===== config.mk =====
export PLATFORM = sky130hd
export DESIGN_NAME = multi_pulse_pwm_frame_decoder
export DESIGN_NICKNAME = d
export VERILOG_FILES = /design/src/design/pwmfd_pkg.sv /design/src/design/multi_pulse_pwm_frame_decoder.sv /design/src/design/pwmfd_csr.sv /design/src/design/pwmfd_timeconv.sv /design/src/design/pwmfd_decode.sv
export SDC_FILE = /design/constraint.sdc
export NUM_CORES = 1
export LEC_CHECK = 0
export ABC_AREA = 1
export BUFFER_PORTS_ARGS = -buffer_cell sky130_fd_sc_hd__buf_2
export CAP_MARGIN = 10
export CORE_MARGIN = 3
export CORE_UTILIZATION = 40
export DETAILED_ROUTE_END_ITERATION = 16
export HOLD_SLACK_MARGIN = 0.1
export PLACE_DENSITY = 0.66
export SLEW_MARGIN = 10
export SYNTH_ARGS = -nofsm -noshare
export SYNTH_HDL_FRONTEND = slang
export SYNTH_SLANG_ARGS = --single-unit

===== constraint.sdc =====
create_clock -name clock -period 7.6 [get_ports clock]
set_input_delay 0.76 -clock clock [delete_from_list [all_inputs] [get_ports clock]]
set_output_delay 0.76 -clock clock [all_outputs]
set_load 0.01 [all_outputs]

===== src/design/pwmfd_pkg.sv =====
// shared types, register indexes and pulse codes of the pwm frame decoder
// no dependencies; every other file refers to it by scoped names
`default_nettype none

package pwmfd_pkg;

   localparam int unsigned TICKS_PER_US_DEF = 10;

   localparam int CSR_INDEX_BITS = 3;
   localparam int CSR_DATA_BITS  = 32;
   localparam int US_BITS        = 16;

   // register indexes
   localparam logic [CSR_INDEX_BITS-1:0] REG_DIAG_PERIOD = 3'd0;
   localparam logic [CSR_INDEX_BITS-1:0] REG_DIAG_WIDTH  = 3'd1;
   localparam logic [CSR_INDEX_BITS-1:0] REG_TEMP_PERIOD = 3'd2;
   localparam logic [CSR_INDEX_BITS-1:0] REG_TEMP_WIDTH  = 3'd3;
   localparam logic [CSR_INDEX_BITS-1:0] REG_PRES_PERIOD = 3'd4;
   localparam logic [CSR_INDEX_BITS-1:0] REG_PRES_WIDTH  = 3'd5;
   localparam logic [CSR_INDEX_BITS-1:0] REG_FRAME_LIMIT = 3'd6;

   localparam logic [US_BITS-1:0] FRAME_LIMIT_RESET = 16'hFFFF;
   localparam logic [US_BITS-1:0] US_SATURATED      = 16'hFFFF;

   // pulse kinds, also used as the phase code
   localparam logic [1:0] KIND_DIAG = 2'd0;
   localparam logic [1:0] KIND_TEMP = 2'd1;
   localparam logic [1:0] KIND_PRES = 2'd2;

   // diagnostic classes and their width thresholds in microseconds
   localparam logic [1:0] CLASS_OK        = 2'd0;
   localparam logic [1:0] CLASS_PRES_FAIL = 2'd1;
   localparam logic [1:0] CLASS_TEMP_FAIL = 2'd2;
   localparam logic [1:0] CLASS_HW_FAIL   = 2'd3;

   localparam logic [US_BITS-1:0] DIAG_OK_BELOW        = 16'd280;
   localparam logic [US_BITS-1:0] DIAG_PRES_FAIL_BELOW = 16'd440;
   localparam logic [US_BITS-1:0] DIAG_TEMP_FAIL_BELOW = 16'd600;

   typedef struct packed {
      logic [5:0][CSR_DATA_BITS-1:0] win;
      logic [US_BITS-1:0]            frame_limit;
   } cfg_type;

   typedef struct packed {
      logic               valid;
      logic               rising;
      logic [US_BITS-1:0] us;
   } conv_type;

   // exclusive window: min in the low half, max in the high half
   function automatic logic in_window(input logic [CSR_DATA_BITS-1:0] win,
                                      input logic [US_BITS-1:0] value);
      in_window = (value > win[15:0]) && (value < win[31:16]);
   endfunction

endpackage

`default_nettype wire


===== src/design/multi_pulse_pwm_frame_decoder.sv =====
// top level of the three-pulse pwm frame decoder
// depends on pwmfd_pkg, pwmfd_csr, pwmfd_timeconv and pwmfd_decode
//
//   channel   direction  handshake            payload
//   req_      in         req_valid/req_ready  edge_rising, capture_time
//   rsp_      out        rsp_valid/rsp_ready  kind, width, period, class, done, count
//   csr_      in         csr_we               csr_index, csr_wdata
//
// one request per cycle sustained while results are taken; a result passes, once its request is
// accepted, through input register, tick subtract, reciprocal multiply and phase decode
// the tick-to-microsecond multiply sits alone between two pipeline registers
// a falling edge or a rejected pulse gives no result
// reset is synchronous and clears all pipeline valids, state and config registers, not the payload registers
// a stalled result holds the decode stage; earlier stages fill up, then req_ready drops
`default_nettype none

module multi_pulse_pwm_frame_decoder #(
   parameter int unsigned TICKS_PER_US = pwmfd_pkg::TICKS_PER_US_DEF
) (
   input  wire logic        clock,
   input  wire logic        reset,
   // request channel
   input  wire logic        req_valid,
   output logic             req_ready,
   input  wire logic        req_edge_rising,
   input  wire logic [31:0] req_capture_time,
   // result channel
   output logic             rsp_valid,
   input  wire logic        rsp_ready,
   output logic [1:0]       rsp_pulse_kind,
   output logic [15:0]      rsp_pulse_width_us,
   output logic [15:0]      rsp_pulse_period_us,
   output logic [1:0]       rsp_diag_class,
   output logic             rsp_frame_done,
   output logic [15:0]      rsp_frame_count,
   // configuration writes
   input  wire logic        csr_we,
   input  wire logic [2:0]  csr_index,
   input  wire logic [31:0] csr_wdata
);

   pwmfd_pkg::cfg_type  cfg;    // window and limit registers
   pwmfd_pkg::conv_type conv;   // converted edge time heading to decode
   logic                take_ok; // decode can consume this cycle

   pwmfd_csr u_csr (
      .clock     (clock),
      .reset     (reset),
      .csr_we    (csr_we),
      .csr_index (csr_index),
      .csr_wdata (csr_wdata),
      .cfg       (cfg)
   );

   // elapsed ticks since the last rising edge, saturated microseconds
   pwmfd_timeconv #(
      .TICKS_PER_US (TICKS_PER_US)
   ) u_timeconv (
      .clock            (clock),
      .reset            (reset),
      .req_valid        (req_valid),
      .req_ready        (req_ready),
      .req_edge_rising  (req_edge_rising),
      .req_capture_time (req_capture_time),
      .take_ok          (take_ok),
      .conv             (conv)
   );

   // sync, phase windows, diagnostic class, frame count, result register
   pwmfd_decode u_decode (
      .clock               (clock),
      .reset               (reset),
      .conv                (conv),
      .cfg                 (cfg),
      .take_ok             (take_ok),
      .rsp_valid           (rsp_valid),
      .rsp_ready           (rsp_ready),
      .rsp_pulse_kind      (rsp_pulse_kind),
      .rsp_pulse_width_us  (rsp_pulse_width_us),
      .rsp_pulse_period_us (rsp_pulse_period_us),
      .rsp_diag_class      (rsp_diag_class),
      .rsp_frame_done      (rsp_frame_done),
      .rsp_frame_count     (rsp_frame_count)
   );

endmodule

`default_nettype wire


===== src/design/pwmfd_csr.sv =====
// configuration registers of the pwm frame decoder
// depends on pwmfd_pkg
`default_nettype none

module pwmfd_csr (
   input  wire logic                                clock,
   input  wire logic                                reset,
   input  wire logic                                csr_we,
   input  wire logic [pwmfd_pkg::CSR_INDEX_BITS-1:0] csr_index,
   input  wire logic [pwmfd_pkg::CSR_DATA_BITS-1:0]  csr_wdata,
   output pwmfd_pkg::cfg_type                       cfg
);

   pwmfd_pkg::cfg_type cfg_ff, cfg_in;

   always_comb begin
      cfg_in = cfg_ff;
      if (csr_we) begin
         unique case (csr_index)
            pwmfd_pkg::REG_DIAG_PERIOD: cfg_in.win[0] = csr_wdata;
            pwmfd_pkg::REG_DIAG_WIDTH:  cfg_in.win[1] = csr_wdata;
            pwmfd_pkg::REG_TEMP_PERIOD: cfg_in.win[2] = csr_wdata;
            pwmfd_pkg::REG_TEMP_WIDTH:  cfg_in.win[3] = csr_wdata;
            pwmfd_pkg::REG_PRES_PERIOD: cfg_in.win[4] = csr_wdata;
            pwmfd_pkg::REG_PRES_WIDTH:  cfg_in.win[5] = csr_wdata;
            pwmfd_pkg::REG_FRAME_LIMIT: cfg_in.frame_limit = csr_wdata[15:0];
            default: ;  // unknown index, write dropped
         endcase
      end
   end

   always_ff @(posedge clock) begin
      if (reset) begin
         cfg_ff.win         <= '0;
         cfg_ff.frame_limit <= pwmfd_pkg::FRAME_LIMIT_RESET;
      end else begin
         cfg_ff <= cfg_in;
      end
   end

   assign cfg = cfg_ff;

endmodule

`default_nettype wire


===== src/design/pwmfd_timeconv.sv =====
// input register, elapsed-time subtract and tick-to-microsecond conversion
// depends on pwmfd_pkg; constant division done as a reciprocal multiply
`default_nettype none

module pwmfd_timeconv #(
   parameter int unsigned TICKS_PER_US = pwmfd_pkg::TICKS_PER_US_DEF
) (
   input  wire logic        clock,
   input  wire logic        reset,
   input  wire logic        req_valid,
   output logic             req_ready,
   input  wire logic        req_edge_rising,
   input  wire logic [31:0] req_capture_time,
   input  wire logic        take_ok,
   output pwmfd_pkg::conv_type conv
);

   localparam int LOG_T     = $clog2(TICKS_PER_US);
   localparam int TICK_BITS = pwmfd_pkg::US_BITS + LOG_T;
   localparam int SHIFT     = TICK_BITS + LOG_T;
   localparam int RECIP_BITS = TICK_BITS + 2;
   localparam int PROD_BITS = TICK_BITS + RECIP_BITS;
   localparam logic [31:0] SAT_TICKS = 32'(64'(TICKS_PER_US) << pwmfd_pkg::US_BITS);
   localparam logic [RECIP_BITS-1:0] RECIP = RECIP_BITS'(
      ((64'd1 << SHIFT) + 64'(TICKS_PER_US) - 64'd1) / 64'(TICKS_PER_US));

   // stage 1: input register
   logic        s1_valid_ff, s1_valid_in;
   logic        s1_rising_ff;
   logic [31:0] s1_time_ff;
   logic [31:0] last_rise_ff, last_rise_in;
   // stage 2: elapsed ticks
   logic                 s2_valid_ff, s2_valid_in;
   logic                 s2_rising_ff;
   logic                 s2_sat_ff;
   logic [TICK_BITS-1:0] s2_ticks_ff;
   // stage 3: microseconds
   logic                         s3_valid_ff, s3_valid_in;
   logic                         s3_rising_ff;
   logic [pwmfd_pkg::US_BITS-1:0] s3_us_ff;

   logic                 ld1, ld2, ld3;
   logic [31:0]          delta;
   logic [PROD_BITS-1:0] prod;
   logic [pwmfd_pkg::US_BITS-1:0] us_value;

   assign ld3 = !s3_valid_ff || take_ok;
   assign ld2 = !s2_valid_ff || ld3;
   assign ld1 = !s1_valid_ff || ld2;
   assign req_ready = ld1;

   assign delta = s1_time_ff - last_rise_ff;
   assign prod  = PROD_BITS'(s2_ticks_ff) * PROD_BITS'(RECIP);
   assign us_value = s2_sat_ff ? pwmfd_pkg::US_SATURATED : prod[SHIFT +: pwmfd_pkg::US_BITS];

   always_comb begin
      s1_valid_in  = ld1 ? req_valid : s1_valid_ff;
      s2_valid_in  = ld2 ? s1_valid_ff : s2_valid_ff;
      s3_valid_in  = ld3 ? s2_valid_ff : s3_valid_ff;
      last_rise_in = last_rise_ff;
      if (s1_valid_ff && ld2 && s1_rising_ff) begin
         last_rise_in = s1_time_ff;
      end
   end

   always_ff @(posedge clock) begin
      if (reset) begin
         s1_valid_ff  <= 1'b0;
         s2_valid_ff  <= 1'b0;
         s3_valid_ff  <= 1'b0;
         last_rise_ff <= '0;
      end else begin
         s1_valid_ff  <= s1_valid_in;
         s2_valid_ff  <= s2_valid_in;
         s3_valid_ff  <= s3_valid_in;
         last_rise_ff <= last_rise_in;
      end
   end

   always_ff @(posedge clock) begin
      if (ld1) begin
         s1_rising_ff <= req_edge_rising;
         s1_time_ff   <= req_capture_time;
      end
      if (ld2) begin
         s2_rising_ff <= s1_rising_ff;
         s2_sat_ff    <= (delta >= SAT_TICKS);
         s2_ticks_ff  <= delta[TICK_BITS-1:0];
      end
      if (ld3) begin
         s3_rising_ff <= s2_rising_ff;
         s3_us_ff     <= us_value;
      end
   end

   assign conv.valid  = s3_valid_ff;
   assign conv.rising = s3_rising_ff;
   assign conv.us     = s3_us_ff;

endmodule

`default_nettype wire


===== src/design/pwmfd_decode.sv =====
// phase tracking, window checks, frame counter and result register
// depends on pwmfd_pkg
`default_nettype none

module pwmfd_decode (
   input  wire logic                 clock,
   input  wire logic                 reset,
   input  wire pwmfd_pkg::conv_type  conv,
   input  wire pwmfd_pkg::cfg_type   cfg,
   output logic                      take_ok,
   output logic                      rsp_valid,
   input  wire logic                 rsp_ready,
   output logic [1:0]                rsp_pulse_kind,
   output logic [15:0]               rsp_pulse_width_us,
   output logic [15:0]               rsp_pulse_period_us,
   output logic [1:0]                rsp_diag_class,
   output logic                      rsp_frame_done,
   output logic [15:0]               rsp_frame_count
);

   logic [1:0]  phase_ff, phase_in;
   logic        synced_ff, synced_in;
   logic [15:0] width_ff, width_in;
   logic [15:0] count_ff, count_in;
   logic        rsp_valid_ff, rsp_valid_in;
   logic [1:0]  kind_ff;
   logic [15:0] out_width_ff, out_period_ff, out_count_ff;
   logic [1:0]  class_ff;
   logic        done_ff;

   logic        fire, emit, sync_hit, ok;
   logic [1:0]  ph, dclass;
   logic [31:0] per_win, wid_win;
   logic [16:0] count_inc;

   assign take_ok = !rsp_valid_ff || rsp_ready;
   assign fire    = conv.valid && take_ok;

   always_comb begin
      sync_hit = pwmfd_pkg::in_window(cfg.win[0], conv.us);
      ph       = sync_hit ? pwmfd_pkg::KIND_DIAG : phase_ff;
      ok       = 1'b0;
      per_win  = '0;
      wid_win  = '0;
      unique case (ph)
         pwmfd_pkg::KIND_DIAG: begin
            per_win = cfg.win[0];
            wid_win = cfg.win[1];
            ok      = 1'b1;
         end
         pwmfd_pkg::KIND_TEMP: begin
            per_win = cfg.win[2];
            wid_win = cfg.win[3];
            ok      = 1'b1;
         end
         pwmfd_pkg::KIND_PRES: begin
            per_win = cfg.win[4];
            wid_win = cfg.win[5];
            ok      = 1'b1;
         end
         default: ok = 1'b0;  // stray phase matches no window
      endcase
      ok = ok && pwmfd_pkg::in_window(per_win, conv.us)
              && pwmfd_pkg::in_window(wid_win, width_ff);

      priority if (width_ff < pwmfd_pkg::DIAG_OK_BELOW)        dclass = pwmfd_pkg::CLASS_OK;
      else if (width_ff < pwmfd_pkg::DIAG_PRES_FAIL_BELOW)     dclass = pwmfd_pkg::CLASS_PRES_FAIL;
      else if (width_ff < pwmfd_pkg::DIAG_TEMP_FAIL_BELOW)     dclass = pwmfd_pkg::CLASS_TEMP_FAIL;
      else                                                     dclass = pwmfd_pkg::CLASS_HW_FAIL;
      if (ph != pwmfd_pkg::KIND_DIAG) begin
         dclass = pwmfd_pkg::CLASS_OK;
      end

      count_inc = {1'b0, count_ff} + 17'd1;

      phase_in  = phase_ff;
      synced_in = synced_ff;
      width_in  = width_ff;
      count_in  = count_ff;
      emit      = 1'b0;
      if (fire) begin
         if (!conv.rising) begin
            width_in = conv.us;
         end else if (synced_ff || sync_hit) begin
            synced_in = 1'b1;
            emit      = ok;
            if (ok && ph == pwmfd_pkg::KIND_PRES) begin
               count_in = (count_inc > {1'b0, cfg.frame_limit}) ? 16'd0 : count_inc[15:0];
            end
            unique case (ph)
               pwmfd_pkg::KIND_DIAG: phase_in = pwmfd_pkg::KIND_TEMP;
               pwmfd_pkg::KIND_TEMP: phase_in = pwmfd_pkg::KIND_PRES;
               pwmfd_pkg::KIND_PRES: phase_in = pwmfd_pkg::KIND_DIAG;
               default:              phase_in = pwmfd_pkg::KIND_TEMP;
            endcase
         end
      end

      rsp_valid_in = fire ? emit : (rsp_valid_ff && !rsp_ready);
   end

   always_ff @(posedge clock) begin
      if (reset) begin
         phase_ff     <= pwmfd_pkg::KIND_DIAG;
         synced_ff    <= 1'b0;
         width_ff     <= '0;
         count_ff     <= '0;
         rsp_valid_ff <= 1'b0;
      end else begin
         phase_ff     <= phase_in;
         synced_ff    <= synced_in;
         width_ff     <= width_in;
         count_ff     <= count_in;
         rsp_valid_ff <= rsp_valid_in;
      end
   end

   always_ff @(posedge clock) begin
      if (fire && emit) begin
         kind_ff       <= ph;
         out_width_ff  <= width_ff;
         out_period_ff <= conv.us;
         class_ff      <= dclass;
         done_ff       <= (ph == pwmfd_pkg::KIND_PRES);
         out_count_ff  <= count_in;
      end
   end

   assign rsp_valid           = rsp_valid_ff;
   assign rsp_pulse_kind      = kind_ff;
   assign rsp_pulse_width_us  = out_width_ff;
   assign rsp_pulse_period_us = out_period_ff;
   assign rsp_diag_class      = class_ff;
   assign rsp_frame_done      = done_ff;
   assign rsp_frame_count     = out_count_ff;

endmodule

`default_nettype wire


==> flow_results.xml, run 1 <==
<?xml version="1.0" encoding="UTF-8"?>
<metrics>
  <group name="status">
    <metric name="status" unit="">finished clean</metric>
  </group>
  <group name="logic_synthesis">
    <metric name="synthesis.nets" unit="">4047</metric>
    <metric name="synthDominantCellAreaShare" unit="">0.200</metric>
    <metric name="number_of_flops_mapped_to_enable_cells_by_yosys" unit="">125</metric>
    <metric name="synth.ff_latch_count" unit="">404</metric>
    <metric name="yosysWarnings" unit="">0</metric>
    <metric name="synthDistinctLibCells" unit="">51</metric>
    <metric name="avgSynthCellArea" unit="µm²">7.99</metric>
    <metric name="synthTopCellsByArea" unit="">sky130_fd_sc_hd__dfxtp_1 20%, sky130_fd_sc_hd__ha_1 15%, sky130_fd_sc_hd__edfxtp_1 13%, sky130_fd_sc_hd__fa_1 10%, sky130_fd_sc_hd__nand2_1 8.5%</metric>
    <metric name="ys.flop_type" unit="">sky130_fd_sc_hd__dfxtp_1</metric>
    <metric name="cell_count_after_synthesis" unit="">3495</metric>
    <metric name="synth_largest_area_cell" unit="">sky130_fd_sc_hd__dfxtp_1</metric>
    <metric name="seq_area_frac_synth" unit="">0.334</metric>
    <metric name="synth-async-reset-ratio" unit="">0</metric>
    <metric name="synth_area" unit="µm²">27900</metric>
  </group>
  <group name="timing">
    <metric name="slew_worst_pin" unit="ns">1.19</metric>
    <metric name="worst_clock_skew" unit="ns">0.0347</metric>
    <metric name="setup_viol" unit="">0</metric>
    <metric name="rsz_0062_raised_after_global_routing" unit="">no</metric>
    <metric name="finalHoldViolCount" unit="">0</metric>
    <metric name="final.min_clock_period" unit="ns">6.15</metric>
    <metric name="maxSlewViolCount" unit="">0</metric>
    <metric name="layout_worst_path_cycle_share" unit="">0.809</metric>
    <metric name="relSlewSlack" unit="">0.203</metric>
    <metric name="max_clock_freq" unit="MHz">163</metric>
    <metric name="final.setup.tns" unit="ns">0</metric>
  </group>
  <group name="worst_setup_path">
    <metric name="setup.worst_path.start_class" unit="">register</metric>
    <metric name="timing.critical_path.fanout_max" unit="">71</metric>
    <metric name="setup.reg_to_reg.worst_slack" unit="ns">1.45</metric>
    <metric name="worst_r2r_startpoint" unit="">u_timeconv.s3_us_ff[11]</metric>
    <metric name="slowest_stage" unit="">sky130_fd_sc_hd__buf_4</metric>
    <metric name="critical_path_most_common_cell" unit="">sky130_fd_sc_hd__nand2_1</metric>
    <metric name="critical_path.max_stage_delay" unit="ns">0.80</metric>
    <metric name="required_time_of_the_critical_path" unit="ns">7.92</metric>
    <metric name="critical_path.reg2reg.endpoint" unit="">u_decode.rsp_frame_count[0]</metric>
    <metric name="critPathArrivalTime" unit="ns">6.47</metric>
    <metric name="crit_end" unit="">u_decode.rsp_frame_count[0]</metric>
    <metric name="timing.reg2reg.worst_path_depth" unit="">30</metric>
    <metric name="critical_path.startpoint" unit="">u_timeconv.s3_us_ff[11]</metric>
    <metric name="worst-setup-path-type" unit="">register to register</metric>
    <metric name="setup.worst_path.end_class" unit="">register</metric>
  </group>
  <group name="place">
    <metric name="dpl_cell_area" unit="µm²">29400</metric>
    <metric name="port-buffer-count" unit="">127</metric>
    <metric name="dp.final_hpwl" unit="mm">59.2</metric>
    <metric name="gp_routability_congestion" unit="">0.969</metric>
  </group>
  <group name="final_layout">
    <metric name="mostFrequentLayoutCells" unit="">634 x sky130_fd_sc_hd__nand2_1, 519 x sky130_fd_sc_hd__inv_1, 492 x sky130_fd_sc_hd__nor2_1</metric>
    <metric name="utilization_of_the_core_after_routing" unit="">0.451</metric>
    <metric name="area_growth_syn_to_layout" unit="%">11.1</metric>
    <metric name="layout_cells_sized_above_1" unit="">0.0753</metric>
    <metric name="nFillCells" unit="">6853</metric>
    <metric name="num-nets-final" unit="">4128</metric>
    <metric name="mostFrequentLayoutCell" unit="">sky130_fd_sc_hd__nand2_1</metric>
    <metric name="final_cell_area" unit="µm²">31000</metric>
  </group>
  <group name="detailed_routing">
    <metric name="number_of_remaining_drc_errors" unit="">0</metric>
    <metric name="drtIter0Drc" unit="">1630</metric>
    <metric name="postRouteWirelength" unit="mm">79.1</metric>
    <metric name="drt-vias-per-instance" unit="">5.12</metric>
    <metric name="post_route_ant_nets" unit="">0</metric>
    <metric name="detailedRoute.firstPassIterationCount" unit="">6</metric>
    <metric name="routedWlPerCell" unit="µm">17.4</metric>
    <metric name="via_count" unit="">23300</metric>
  </group>
  <group name="clock_tree">
    <metric name="cts_sinks" unit="">404</metric>
    <metric name="worstSkewPairLatency" unit="ns">0.59</metric>
    <metric name="cts_repair_resize_count" unit="">0</metric>
    <metric name="clock_tree.buffer_depth" unit="">3</metric>
    <metric name="postCtsSetupRepairBufs" unit="">0</metric>
    <metric name="quantity_of_hold_fixing_buffers_added_after_cts" unit="">0</metric>
    <metric name="ctsHtreeMaxLevel" unit="">2</metric>
    <metric name="clk_pin_slew" unit="ns">0.06</metric>
    <metric name="cts-root-buf" unit="">sky130_fd_sc_hd__clkbuf_16</metric>
    <metric name="cts_tree" unit="">yes</metric>
    <metric name="numCtsBuffers" unit="">45</metric>
  </group>
  <group name="global_routing">
    <metric name="grt_overflow_total" unit="">0</metric>
    <metric name="total_global_routing_track_utilization" unit="">0.214</metric>
    <metric name="grt_antenna_before_repair" unit="">2</metric>
    <metric name="global_route_wire_length_before_repair" unit="mm">125</metric>
    <metric name="grt_start_max_net_pins" unit="">159</metric>
    <metric name="via_count_of_the_first_global_routing_pass" unit="">22600</metric>
  </group>
  <group name="die">
    <metric name="floorplan.initialDensity" unit="">0.406</metric>
    <metric name="design.die.area" unit="µm²">73000</metric>
    <metric name="rows" unit="">96</metric>
    <metric name="fp.coreArea" unit="µm²">68800</metric>
    <metric name="die_height" unit="µm">270</metric>
    <metric name="die_w" unit="µm">270</metric>
    <metric name="boundaryPins" unit="">128</metric>
  </group>
  <group name="run">
    <metric name="max_cap_violations" unit="">0</metric>
  </group>
  <group name="worst_hold_path">
    <metric name="timing.hold.worst.class" unit="">primary input to register</metric>
    <metric name="worstHoldPathCells" unit="">1</metric>
  </group>
</metrics>
-- cell families (layout without fill, tap and decap cells) --
family,Yosys count,count (layout),synth area share
XOR/XNOR,37,37,0.0119
AND/OR/NAND/NOR,1332,1332,0.195
flip-flops,404,404,0.334
AO/OA/AOI/OAI,606,606,0.119
buffers and inverters,637,755,0.0877
adder cells (fa/ha/maj),479,479,0.252
other,0,1,0
-- cell type report --
cell class	instances	area, µm²	area share
tap	931	1160	0.0375
antenna	1	2.50	0.0000806
timing repair buffer	146	778	0.0251
clock inverter	28	317	0.0102
inverter	525	1980	0.0637
multi-input combinational	2454	16200	0.522
clock buffer	56	1270	0.0409
sequential	404	9340	0.301
-- routing by layer --
layer	vias to the layer above	global-route usage	part of all wire
met1	11000	0.290	0.46
met4	0	0.0549	0.023
met2	642	0.360	0.47
li1	11500	-	-
met3	117	0.0275	0.054
met5	-	0	0
-- critical path, delay by kind of cell (launching register included) --
kind,cells,cell delay [ns]
DFF,1,0.57
AOI/OAI and AO/OA,4,0.70
and+or+nand+nor,17,1.81
buffers and inverters,6,1.86
adders and majority gates,3,0.87
-- worst min-delay path by stage --
stage	startpoint	slack, ns	endpoint
floorplan	u_timeconv.s2_rising_ff	0.40	u_timeconv.s3_rising_ff
detailed placement	u_timeconv.s2_rising_ff	0.40	u_timeconv.s3_rising_ff
finish	req_capture_time[18]	0.35	u_timeconv.s1_time_ff[18]
CTS	req_capture_time[18]	0.32	u_timeconv.s1_time_ff[18]
global placement	u_timeconv.s2_rising_ff	0.40	u_timeconv.s3_rising_ff
global route	req_capture_time[17]	0.32	u_timeconv.s1_time_ff[17]
-- flip-flops by register name, indices dropped and copies added, names as in the netlist, 2 cells and up --
register	count
u_timeconv.s2_ticks_ff	20
u_decode.width_ff	16
u_decode.count_ff	16
u_decode.rsp_frame_count	16
u_decode.rsp_diag_class	2
u_timeconv.s1_time_ff	32
u_timeconv.s3_us_ff	16
u_decode.rsp_pulse_kind	2
u_decode.rsp_pulse_width_us	16
u_csr.cfg	208
u_timeconv.last_rise_ff	32
u_decode.phase_ff	2
u_decode.rsp_pulse_period_us	16
-- cells in the mapped netlist, types with 2 or more instances --
library cell,n
sky130_fd_sc_hd__xnor2_1,8
sky130_fd_sc_hd__fa_1,140
sky130_fd_sc_hd__nand3_2,3
sky130_fd_sc_hd__nand3b_1,4
sky130_fd_sc_hd__nor2_2,6
sky130_fd_sc_hd__nand4_1,37
sky130_fd_sc_hd__buf_1,3
sky130_fd_sc_hd__a31oi_1,10
sky130_fd_sc_hd__nor2_1,497
sky130_fd_sc_hd__dfxtp_1,279
sky130_fd_sc_hd__a21o_1,14
sky130_fd_sc_hd__inv_1,520
sky130_fd_sc_hd__nor3_1,19
sky130_fd_sc_hd__buf_2,2
sky130_fd_sc_hd__a211oi_1,5
sky130_fd_sc_hd__nor4_1,6
sky130_fd_sc_hd__nand2_1,634
sky130_fd_sc_hd__nand4_2,9
sky130_fd_sc_hd__buf_12,2
sky130_fd_sc_hd__nand3_1,102
sky130_fd_sc_hd__o21ai_0,286
sky130_fd_sc_hd__inv_2,3
sky130_fd_sc_hd__clkbuf_1,100
sky130_fd_sc_hd__a21oi_2,9
sky130_fd_sc_hd__a21boi_0,2
sky130_fd_sc_hd__nand2_2,3
sky130_fd_sc_hd__o221ai_1,2
sky130_fd_sc_hd__edfxtp_1,125
sky130_fd_sc_hd__and2_1,4
sky130_fd_sc_hd__o21bai_1,12
sky130_fd_sc_hd__or2_2,2
sky130_fd_sc_hd__xor2_1,28
sky130_fd_sc_hd__clkinv_1,2
sky130_fd_sc_hd__o211ai_1,47
sky130_fd_sc_hd__ha_1,339
sky130_fd_sc_hd__a21oi_1,209
sky130_fd_sc_hd__o21a_1,5
sky130_fd_sc_hd__buf_4,4
-- through the flow --
| step | std cells | hold WS (ns) | worst slack (ns) |
|---|---|---|---|
| after floorplan | 3495 | 0.400 | 2.24 |
| after global placement | 4460 | 0.404 | 1.54 |
| after detailed placement | 4460 | 0.405 | 1.56 |
| after CTS | 4544 | 0.319 | 1.50 |
| after global routing | 4544 | 0.320 | 0.998 |
| final | 4545 | 0.350 | 1.45 |
Power of run 1 is left out: the tool's default activity adds up to more than one toggle a clock period on the data nets, which glitch-free logic cannot reach.
==> inputs of run 2 (changes only) <==
clock period = 6.1 ns   (was 7.6 ns; I/O delays follow)
==> run 2 against run 1 <==
Against the previous run:
- hold slack worse by 0.14 ns
- register-to-register slack worse by 1.2 ns
- via count down 0.10%
- global-route usage down 0.083 points
- sequential cell count unchanged
- non-clock buffer count up 31
- design area up 0.98%
- count of clock-buffer cells in the layout up 10
==> flow_results.xml, run 2 (synthesized netlist as in run 1, its figures left out) <==
<?xml version="1.0" encoding="UTF-8"?>
<metrics>
  <group name="place">
    <metric name="gp_routability_congestion" unit="">0.950</metric>
    <metric name="dp.final_hpwl" unit="mm">59.1</metric>
    <metric name="placed_cells_incl_taps" unit="">4474</metric>
    <metric name="place_ws" unit="ns">0.112</metric>
    <metric name="port-buffer-count" unit="">127</metric>
  </group>
  <group name="status">
    <metric name="status" unit="">finished clean</metric>
  </group>
  <group name="detailed_routing">
    <metric name="detailedRoute.firstPassIterationCount" unit="">6</metric>
    <metric name="post_route_ant_nets" unit="">0</metric>
    <metric name="number_of_remaining_drc_errors" unit="">0</metric>
    <metric name="routedLengthMet1" unit="mm">35.0</metric>
    <metric name="met2WireLength" unit="mm">35.9</metric>
    <metric name="postRouteWirelength" unit="mm">78.5</metric>
    <metric name="drt-vias-per-instance" unit="">5.07</metric>
    <metric name="dr_wl_met3" unit="mm">4.84</metric>
    <metric name="maxUsedRoutingLayer" unit="">met4</metric>
    <metric name="routedWlPerCell" unit="µm">17.1</metric>
    <metric name="drtIter0Drc" unit="">1892</metric>
    <metric name="via_count" unit="">23200</metric>
  </group>
  <group name="global_routing">
    <metric name="via_count_of_the_first_global_routing_pass" unit="">22600</metric>
    <metric name="global_route_wire_length_before_repair" unit="mm">124</metric>
    <metric name="grt_start_max_net_pins" unit="">150</metric>
    <metric name="total_global_routing_track_utilization" unit="">0.213</metric>
    <metric name="grt_overflow_total" unit="">0</metric>
    <metric name="grt_antenna_before_repair" unit="">2</metric>
  </group>
  <group name="timing">
    <metric name="maxSlewViolCount" unit="">0</metric>
    <metric name="relSlewSlack" unit="">0.217</metric>
    <metric name="slew_worst_pin" unit="ns">1.17</metric>
    <metric name="final.min_clock_period" unit="ns">5.80</metric>
    <metric name="max_clock_freq" unit="MHz">172</metric>
    <metric name="layout_setup_ws" unit="ns">0.300</metric>
    <metric name="layout_worst_path_cycle_share" unit="">0.951</metric>
    <metric name="worst_clock_skew" unit="ns">0.0263</metric>
    <metric name="setup_viol" unit="">0</metric>
    <metric name="finalHoldViolCount" unit="">0</metric>
  </group>
  <group name="clock_tree">
    <metric name="cts_tree" unit="">yes</metric>
    <metric name="cts-root-buf" unit="">sky130_fd_sc_hd__clkbuf_16</metric>
    <metric name="clk_pin_slew" unit="ns">0.07</metric>
    <metric name="ctsHtreeMaxLevel" unit="">2</metric>
    <metric name="cts_sinks" unit="">404</metric>
    <metric name="clock_tree.buffer_depth" unit="">3</metric>
    <metric name="quantity_of_hold_fixing_buffers_added_after_cts" unit="">0</metric>
    <metric name="worstSkewPairLatency" unit="ns">0.59</metric>
    <metric name="numCtsBuffers" unit="">46</metric>
  </group>
  <group name="final_layout">
    <metric name="mostFrequentLayoutCell" unit="">sky130_fd_sc_hd__nand2_1</metric>
    <metric name="layout_cells_sized_above_1" unit="">0.0848</metric>
    <metric name="num-nets-final" unit="">4160</metric>
    <metric name="stdcell_count" unit="">4578</metric>
    <metric name="utilization_of_the_core_after_routing" unit="">0.455</metric>
    <metric name="mostFrequentLayoutCells" unit="">633 x sky130_fd_sc_hd__nand2_1, 517 x sky130_fd_sc_hd__inv_1, 492 x sky130_fd_sc_hd__nor2_1</metric>
    <metric name="area_growth_syn_to_layout" unit="%">12.2</metric>
    <metric name="flip_flop_count_of_the_largest_register_all_copies_and_words_added" unit="">208</metric>
  </group>
  <group name="die">
    <metric name="die_w" unit="µm">270</metric>
    <metric name="die_height" unit="µm">270</metric>
    <metric name="boundaryPins" unit="">128</metric>
    <metric name="rows" unit="">96</metric>
    <metric name="fp.coreArea" unit="µm²">68800</metric>
    <metric name="design.die.area" unit="µm²">73000</metric>
    <metric name="floorplan.initialDensity" unit="">0.406</metric>
  </group>
  <group name="worst_setup_path">
    <metric name="required_time_of_the_critical_path" unit="ns">6.56</metric>
    <metric name="critPathArrivalTime" unit="ns">6.26</metric>
    <metric name="setup.worst_path.start_class" unit="">register</metric>
    <metric name="timing.critical_path.fanout_max" unit="">4</metric>
    <metric name="setup.worst_path.end_class" unit="">register</metric>
    <metric name="worst-setup-path-type" unit="">register to register</metric>
  </group>
  <group name="worst_hold_path">
    <metric name="timing.hold.worst.class" unit="">primary input to register</metric>
  </group>
  <group name="run">
    <metric name="max_cap_violations" unit="">0</metric>
  </group>
</metrics>
[run 2: layout make-up]
| class | count | area (µm²) |
|---|---|---|
| well taps | 931 | 1160 |
| multi-input cells | 2454 | 16200 |
| clock inverters | 19 | 201 |
| clock buffers | 66 | 1340 |
| flip-flops and latches | 404 | 9340 |
| fillers | 6818 | 37500 |
| diodes | 2 | 5.00 |
| repair buffers | 177 | 1070 |
| inverters | 525 | 1980 |
[run 2: worst paths after layout]
| path | cells after the start | startpoint | slack [ns] | to |
|---|---|---|---|---|
| setup / recovery | 18 | u_timeconv.s2_ticks_ff[12] | 0.30 | u_timeconv.s3_us_ff[8] |
| hold / removal | 1 | req_capture_time[0] | 0.21 | u_timeconv.s1_time_ff[0] |
| setup reg to reg | 18 | u_timeconv.s2_ticks_ff[12] | 0.30 | u_timeconv.s3_us_ff[8] |
| hold reg to reg | 0 | u_timeconv.s2_rising_ff | 0.42 | u_timeconv.s3_rising_ff |
[run 2: worst max-delay path, cell delays in order (launching register included)]
cell and delay [ns]:
sky130_fd_sc_hd__edfxtp_1 0.41, sky130_fd_sc_hd__buf_4 0.19, sky130_fd_sc_hd__ha_1 0.37, sky130_fd_sc_hd__inv_2 0.11, sky130_fd_sc_hd__fa_1 0.55, sky130_fd_sc_hd__inv_1 0.04, sky130_fd_sc_hd__ha_1 0.31, sky130_fd_sc_hd__fa_1 0.53
sky130_fd_sc_hd__fa_1 0.44, sky130_fd_sc_hd__fa_1 0.57, sky130_fd_sc_hd__fa_1 0.47, sky130_fd_sc_hd__ha_1 0.36, sky130_fd_sc_hd__nand2_1 0.13, sky130_fd_sc_hd__nor4_2 0.36, sky130_fd_sc_hd__a21oi_1 0.11, sky130_fd_sc_hd__or3b_2 0.46
sky130_fd_sc_hd__a21oi_1 0.14, sky130_fd_sc_hd__nor2_1 0.05, sky130_fd_sc_hd__nand2_1 0.08
[run 2: stage by stage]
stage                     setup TNS [ns]  hold WS (ns)  cell area (µm²)
after CTS                              0         0.165            31100
after global placement                 0         0.403            29600
after detailed placement               0         0.406            29600
after floorplan                        0         0.400            27900
after global routing             -0.0134         0.179            31300
final                                  0         0.206            31300
[run 2: timing repair]
action                                  CTS  global route
endpoints found under the setup margin    0            13
gates resized for setup                   0            14
buffers inserted                          0            17
[run 2: metal layers]
layer | vias up | track usage
li1 | 11600 | -
met2 | 627 | 0.354
met3 | 150 | 0.0322
met1 | 10900 | 0.283
met4 | 0 | 0.0708
met5 | - | 0
Power of run 2 is left out for the same reason.
==> inputs of run 3 (changes only) <==
ABC_AREA = not set   (was 1)
clock period = 6.5 ns   (was 6.1 ns; I/O delays follow)
==> run 3 against run 2 <==
Against the previous run:
- critical path depth rose by 1
- die area fell by 4.9%
- synthesized cell count down 17%
- non-clock buffer count is 39 higher
- wire length down 3.6%
- via count shrank 8.6%
- register-to-register slack got worse by 0.08 ns
- critical endpoint is now u_timeconv.s3_us_ff[14]
- global-route usage grew 0.10 points
- sequential share of layout area grew 0.89 points
- fmax down 7.7%
==> flow_results.xml, run 3 <==
<?xml version="1.0" encoding="UTF-8"?>
<metrics>
  <group name="status">
    <metric name="status" unit="">finished clean</metric>
  </group>
  <group name="final_layout">
    <metric name="layout_cells_sized_above_1" unit="">0.131</metric>
    <metric name="mostFrequentLayoutCells" unit="">608 x sky130_fd_sc_hd__nand2_1, 331 x sky130_fd_sc_hd__ha_1, 328 x sky130_fd_sc_hd__inv_1</metric>
    <metric name="area_growth_syn_to_layout" unit="%">14.6</metric>
    <metric name="regArea" unit="µm²">9340</metric>
    <metric name="mostFrequentLayoutCell" unit="">sky130_fd_sc_hd__nand2_1</metric>
    <metric name="utilization_of_the_core_after_routing" unit="">0.468</metric>
    <metric name="antennaDiodeCount" unit="">0</metric>
    <metric name="multiInputGateArea" unit="µm²">15600</metric>
    <metric name="nFillCells" unit="">6141</metric>
    <metric name="flip_flop_count_of_the_largest_register_all_copies_and_words_added" unit="">208</metric>
    <metric name="num-nets-final" unit="">3595</metric>
  </group>
  <group name="worst_hold_path">
    <metric name="holdPathEnd" unit="">u_timeconv.s1_time_ff[5]</metric>
    <metric name="worstHoldPathCells" unit="">1</metric>
    <metric name="hold_start" unit="">req_capture_time[5]</metric>
    <metric name="timing.hold.worst.class" unit="">primary input to register</metric>
  </group>
  <group name="worst_setup_path">
    <metric name="critical_path.reg2reg.endpoint" unit="">u_timeconv.s3_us_ff[14]</metric>
    <metric name="worst-setup-path-type" unit="">register to register</metric>
    <metric name="critPathArrivalTime" unit="ns">6.60</metric>
    <metric name="worst_r2r_startpoint" unit="">u_timeconv.s2_ticks_ff[7]</metric>
    <metric name="critical_path_most_common_cell" unit="">sky130_fd_sc_hd__fa_1</metric>
    <metric name="critical_path.max_stage_delay" unit="ns">0.59</metric>
    <metric name="path_cells" unit="">ha_1, inv_1, fa_1, inv_1, fa_1, fa_1, fa_1, fa_1, ha_1, ha_1, nand2_1, nor2_1, a21oi_1, nand2_1, a22o_1, o31a_1, a31o_2, a211oi_2, o21ai_0</metric>
    <metric name="required_time_of_the_critical_path" unit="ns">6.81</metric>
    <metric name="setup.reg_to_reg.worst_slack" unit="ns">0.22</metric>
    <metric name="setup.worst_path.start_class" unit="">register</metric>
    <metric name="setup.worst_path.end_class" unit="">register</metric>
    <metric name="timing.critical_path.fanout_max" unit="">6</metric>
    <metric name="timing.reg2reg.worst_path_depth" unit="">19</metric>
    <metric name="slowest_stage" unit="">sky130_fd_sc_hd__fa_1</metric>
  </group>
  <group name="global_routing">
    <metric name="global_route_wire_length_before_repair" unit="mm">118</metric>
    <metric name="grt.met3_usage" unit="">0.0582</metric>
    <metric name="grt_overflow_total" unit="">0</metric>
    <metric name="via_count_of_the_first_global_routing_pass" unit="">20400</metric>
    <metric name="grt_start_max_net_pins" unit="">187</metric>
    <metric name="globalRouteMet1Util" unit="">0.300</metric>
    <metric name="total_global_routing_track_utilization" unit="">0.214</metric>
    <metric name="met2_track_utilization_from_global_routing" unit="">0.323</metric>
    <metric name="busiest_layer" unit="">met2</metric>
    <metric name="grt_antenna_before_repair" unit="">2</metric>
  </group>
  <group name="detailed_routing">
    <metric name="drtIter0Drc" unit="">2078</metric>
    <metric name="via_count" unit="">21200</metric>
    <metric name="postRouteWirelength" unit="mm">75.7</metric>
    <metric name="drt-vias-per-instance" unit="">5.40</metric>
    <metric name="detailedRoute.firstPassIterationCount" unit="">9</metric>
    <metric name="post_route_ant_nets" unit="">0</metric>
    <metric name="number_of_remaining_drc_errors" unit="">0</metric>
    <metric name="routedWlPerCell" unit="µm">19.2</metric>
  </group>
  <group name="die">
    <metric name="rows" unit="">93</metric>
    <metric name="floorplan.initialDensity" unit="">0.408</metric>
    <metric name="die_w" unit="µm">264</metric>
    <metric name="fp.coreArea" unit="µm²">65000</metric>
    <metric name="boundaryPins" unit="">128</metric>
    <metric name="die_height" unit="µm">264</metric>
    <metric name="design.die.area" unit="µm²">69500</metric>
  </group>
  <group name="clock_tree">
    <metric name="clk_pin_slew" unit="ns">0.06</metric>
    <metric name="clock_tree.buffer_depth" unit="">3</metric>
    <metric name="cts_sinks" unit="">404</metric>
    <metric name="cts_tree" unit="">yes</metric>
    <metric name="quantity_of_hold_fixing_buffers_added_after_cts" unit="">0</metric>
    <metric name="ctsHtreeMaxLevel" unit="">2</metric>
    <metric name="numCtsBuffers" unit="">46</metric>
    <metric name="worstSkewPairLatency" unit="ns">0.60</metric>
    <metric name="cts-root-buf" unit="">sky130_fd_sc_hd__clkbuf_16</metric>
  </group>
  <group name="logic_synthesis">
    <metric name="synth-async-reset-ratio" unit="">0</metric>
    <metric name="synthDominantCellAreaShare" unit="">0.210</metric>
    <metric name="avgSynthCellArea" unit="µm²">9.15</metric>
    <metric name="synth_most_common_cell" unit="">sky130_fd_sc_hd__nand2_1</metric>
    <metric name="synthesis.nets" unit="">3454</metric>
    <metric name="cell_count_after_synthesis" unit="">2902</metric>
    <metric name="yosys-top-cells-count" unit="">609 x sky130_fd_sc_hd__nand2_1, 339 x sky130_fd_sc_hd__ha_1, 332 x sky130_fd_sc_hd__inv_1, 320 x sky130_fd_sc_hd__a21oi_1, 279 x sky130_fd_sc_hd__dfxtp_1</metric>
    <metric name="synth_largest_area_cell" unit="">sky130_fd_sc_hd__dfxtp_1</metric>
    <metric name="synthDistinctLibCells" unit="">75</metric>
    <metric name="yosysWarnings" unit="">0</metric>
    <metric name="number_of_flops_mapped_to_enable_cells_by_yosys" unit="">125</metric>
    <metric name="ys.flop_type" unit="">sky130_fd_sc_hd__dfxtp_1</metric>
    <metric name="synth_area" unit="µm²">26500</metric>
    <metric name="seq_area_frac_synth" unit="">0.352</metric>
    <metric name="synth.ff_latch_count" unit="">404</metric>
    <metric name="synthTopCellsByArea" unit="">sky130_fd_sc_hd__dfxtp_1 21%, sky130_fd_sc_hd__ha_1 16%, sky130_fd_sc_hd__edfxtp_1 14%, sky130_fd_sc_hd__fa_1 11%, sky130_fd_sc_hd__nand2_1 8.6%</metric>
  </group>
  <group name="timing">
    <metric name="final.min_clock_period" unit="ns">6.28</metric>
    <metric name="rsz_0062_raised_after_global_routing" unit="">yes</metric>
    <metric name="setup_viol" unit="">0</metric>
    <metric name="layout_setup_ws" unit="ns">0.216</metric>
    <metric name="relSlewSlack" unit="">0.195</metric>
    <metric name="worst_clock_skew" unit="ns">0.0267</metric>
    <metric name="maxSlewViolCount" unit="">0</metric>
    <metric name="slew_worst_pin" unit="ns">1.20</metric>
    <metric name="finalHoldWorstSlack" unit="ns">0.236</metric>
    <metric name="max_clock_freq" unit="MHz">159</metric>
    <metric name="finalHoldViolCount" unit="">0</metric>
    <metric name="layout_worst_path_cycle_share" unit="">0.967</metric>
  </group>
  <group name="run">
    <metric name="max_cap_violations" unit="">0</metric>
  </group>
  <group name="place">
    <metric name="port-buffer-count" unit="">127</metric>
    <metric name="gp_routability_congestion" unit="">0.965</metric>
    <metric name="place_ws" unit="ns">0.0900</metric>
    <metric name="dp.final_hpwl" unit="mm">55.3</metric>
  </group>
</metrics>
==> run 3: changes by cell type after synthesis, moves of 20 or more <==
cell                       previous run  this run
sky130_fd_sc_hd__inv_1              520       332
sky130_fd_sc_hd__nor2_1             497        57
sky130_fd_sc_hd__nand3_1            102        37
sky130_fd_sc_hd__a21oi_1            209       320
sky130_fd_sc_hd__a21o_1              14        37
sky130_fd_sc_hd__or2_2                2        63
sky130_fd_sc_hd__nand2_1            634       609
sky130_fd_sc_hd__o21ai_0            286        40
sky130_fd_sc_hd__nor2b_1              0        20
sky130_fd_sc_hd__a222oi_1             0        64
sky130_fd_sc_hd__o211ai_1            47        12
==> run 3: cell type report <==
class / count / share of cell area
clock buffer: 76 / 0.0507
clock inverter: 8 / 0.00358
inverter: 333 / 0.0411
multi-input combinational: 2042 / 0.513
sequential: 404 / 0.307
tap: 855 / 0.0352
timing repair buffer: 216 / 0.0494
==> run 3: how the worst max path moves through the flow <==
stage	startpoint	endpoint	slack, ns	cells after the start
5_1_grt	u_timeconv.s2_ticks_ff[8]	u_timeconv.s3_us_ff[14]	-0.13	19
3_3_place_gp	u_timeconv.s2_ticks_ff[15]	u_timeconv.s3_us_ff[14]	0.19	21
4_1_cts	u_timeconv.s2_ticks_ff[12]	u_timeconv.s3_us_ff[14]	0.08	20
2_1_floorplan	u_timeconv.s3_us_ff[15]	u_decode.rsp_diag_class[0]	0.16	22
6_report	u_timeconv.s2_ticks_ff[7]	u_timeconv.s3_us_ff[14]	0.22	19
3_5_place_dp	u_timeconv.s2_ticks_ff[12]	u_timeconv.s3_us_ff[14]	0.09	20
==> run 3: what timing repair did <==
action | CTS | global route
buffers inserted | 0 | 17
endpoints found under the setup margin | 0 | 93
resized for setup | 0 | 20
==> run 3: worst max-delay path, delay by kind of cell, from the launching register on <==
family | cells | cell delay (ns)
and+or+nand+nor | 3 | 0.23
buffers and inverters | 2 | 0.21
adders and majority gates | 8 | 3.74
DFF | 1 | 0.53
AOI/OAI and AO/OA | 6 | 1.30
==> run 3: metal layers <==
metal	routed length, µm	up-vias	share of wire
met5	13	-	0.00017
met4	2040	2	0.027
met3	7330	116	0.097
met2	32900	781	0.43
met1	33400	10100	0.44
li1	-	10300	-
==> run 3: cell families (layout without fill, tap and decap cells) <==
| family | count (synthesis) | count (layout) | share of synthesized area |
|---|---|---|---|
| buffers and inverters | 456 | 633 | 0.0660 |
| flip-flops | 404 | 404 | 0.352 |
| adder cells (fa/ha/maj) | 479 | 479 | 0.265 |
| multiplexers | 3 | 3 | 0.00113 |
| AND/OR/NAND/NOR | 910 | 910 | 0.153 |
| XOR/XNOR | 40 | 40 | 0.0135 |
| AO/OA/AOI/OAI | 610 | 610 | 0.150 |
==> run 3: per-stage QoR <==
stage               instances  instance area, µm²  TNS [ns]
floorplan                2902               26500         0
global placement         3833               28500         0
detailed placement       3833               28500         0
CTS                      3917               30200         0
global route             3934               30400    -0.289
finish                   3934               30400         0
Power of run 3 is left out for the same reason.
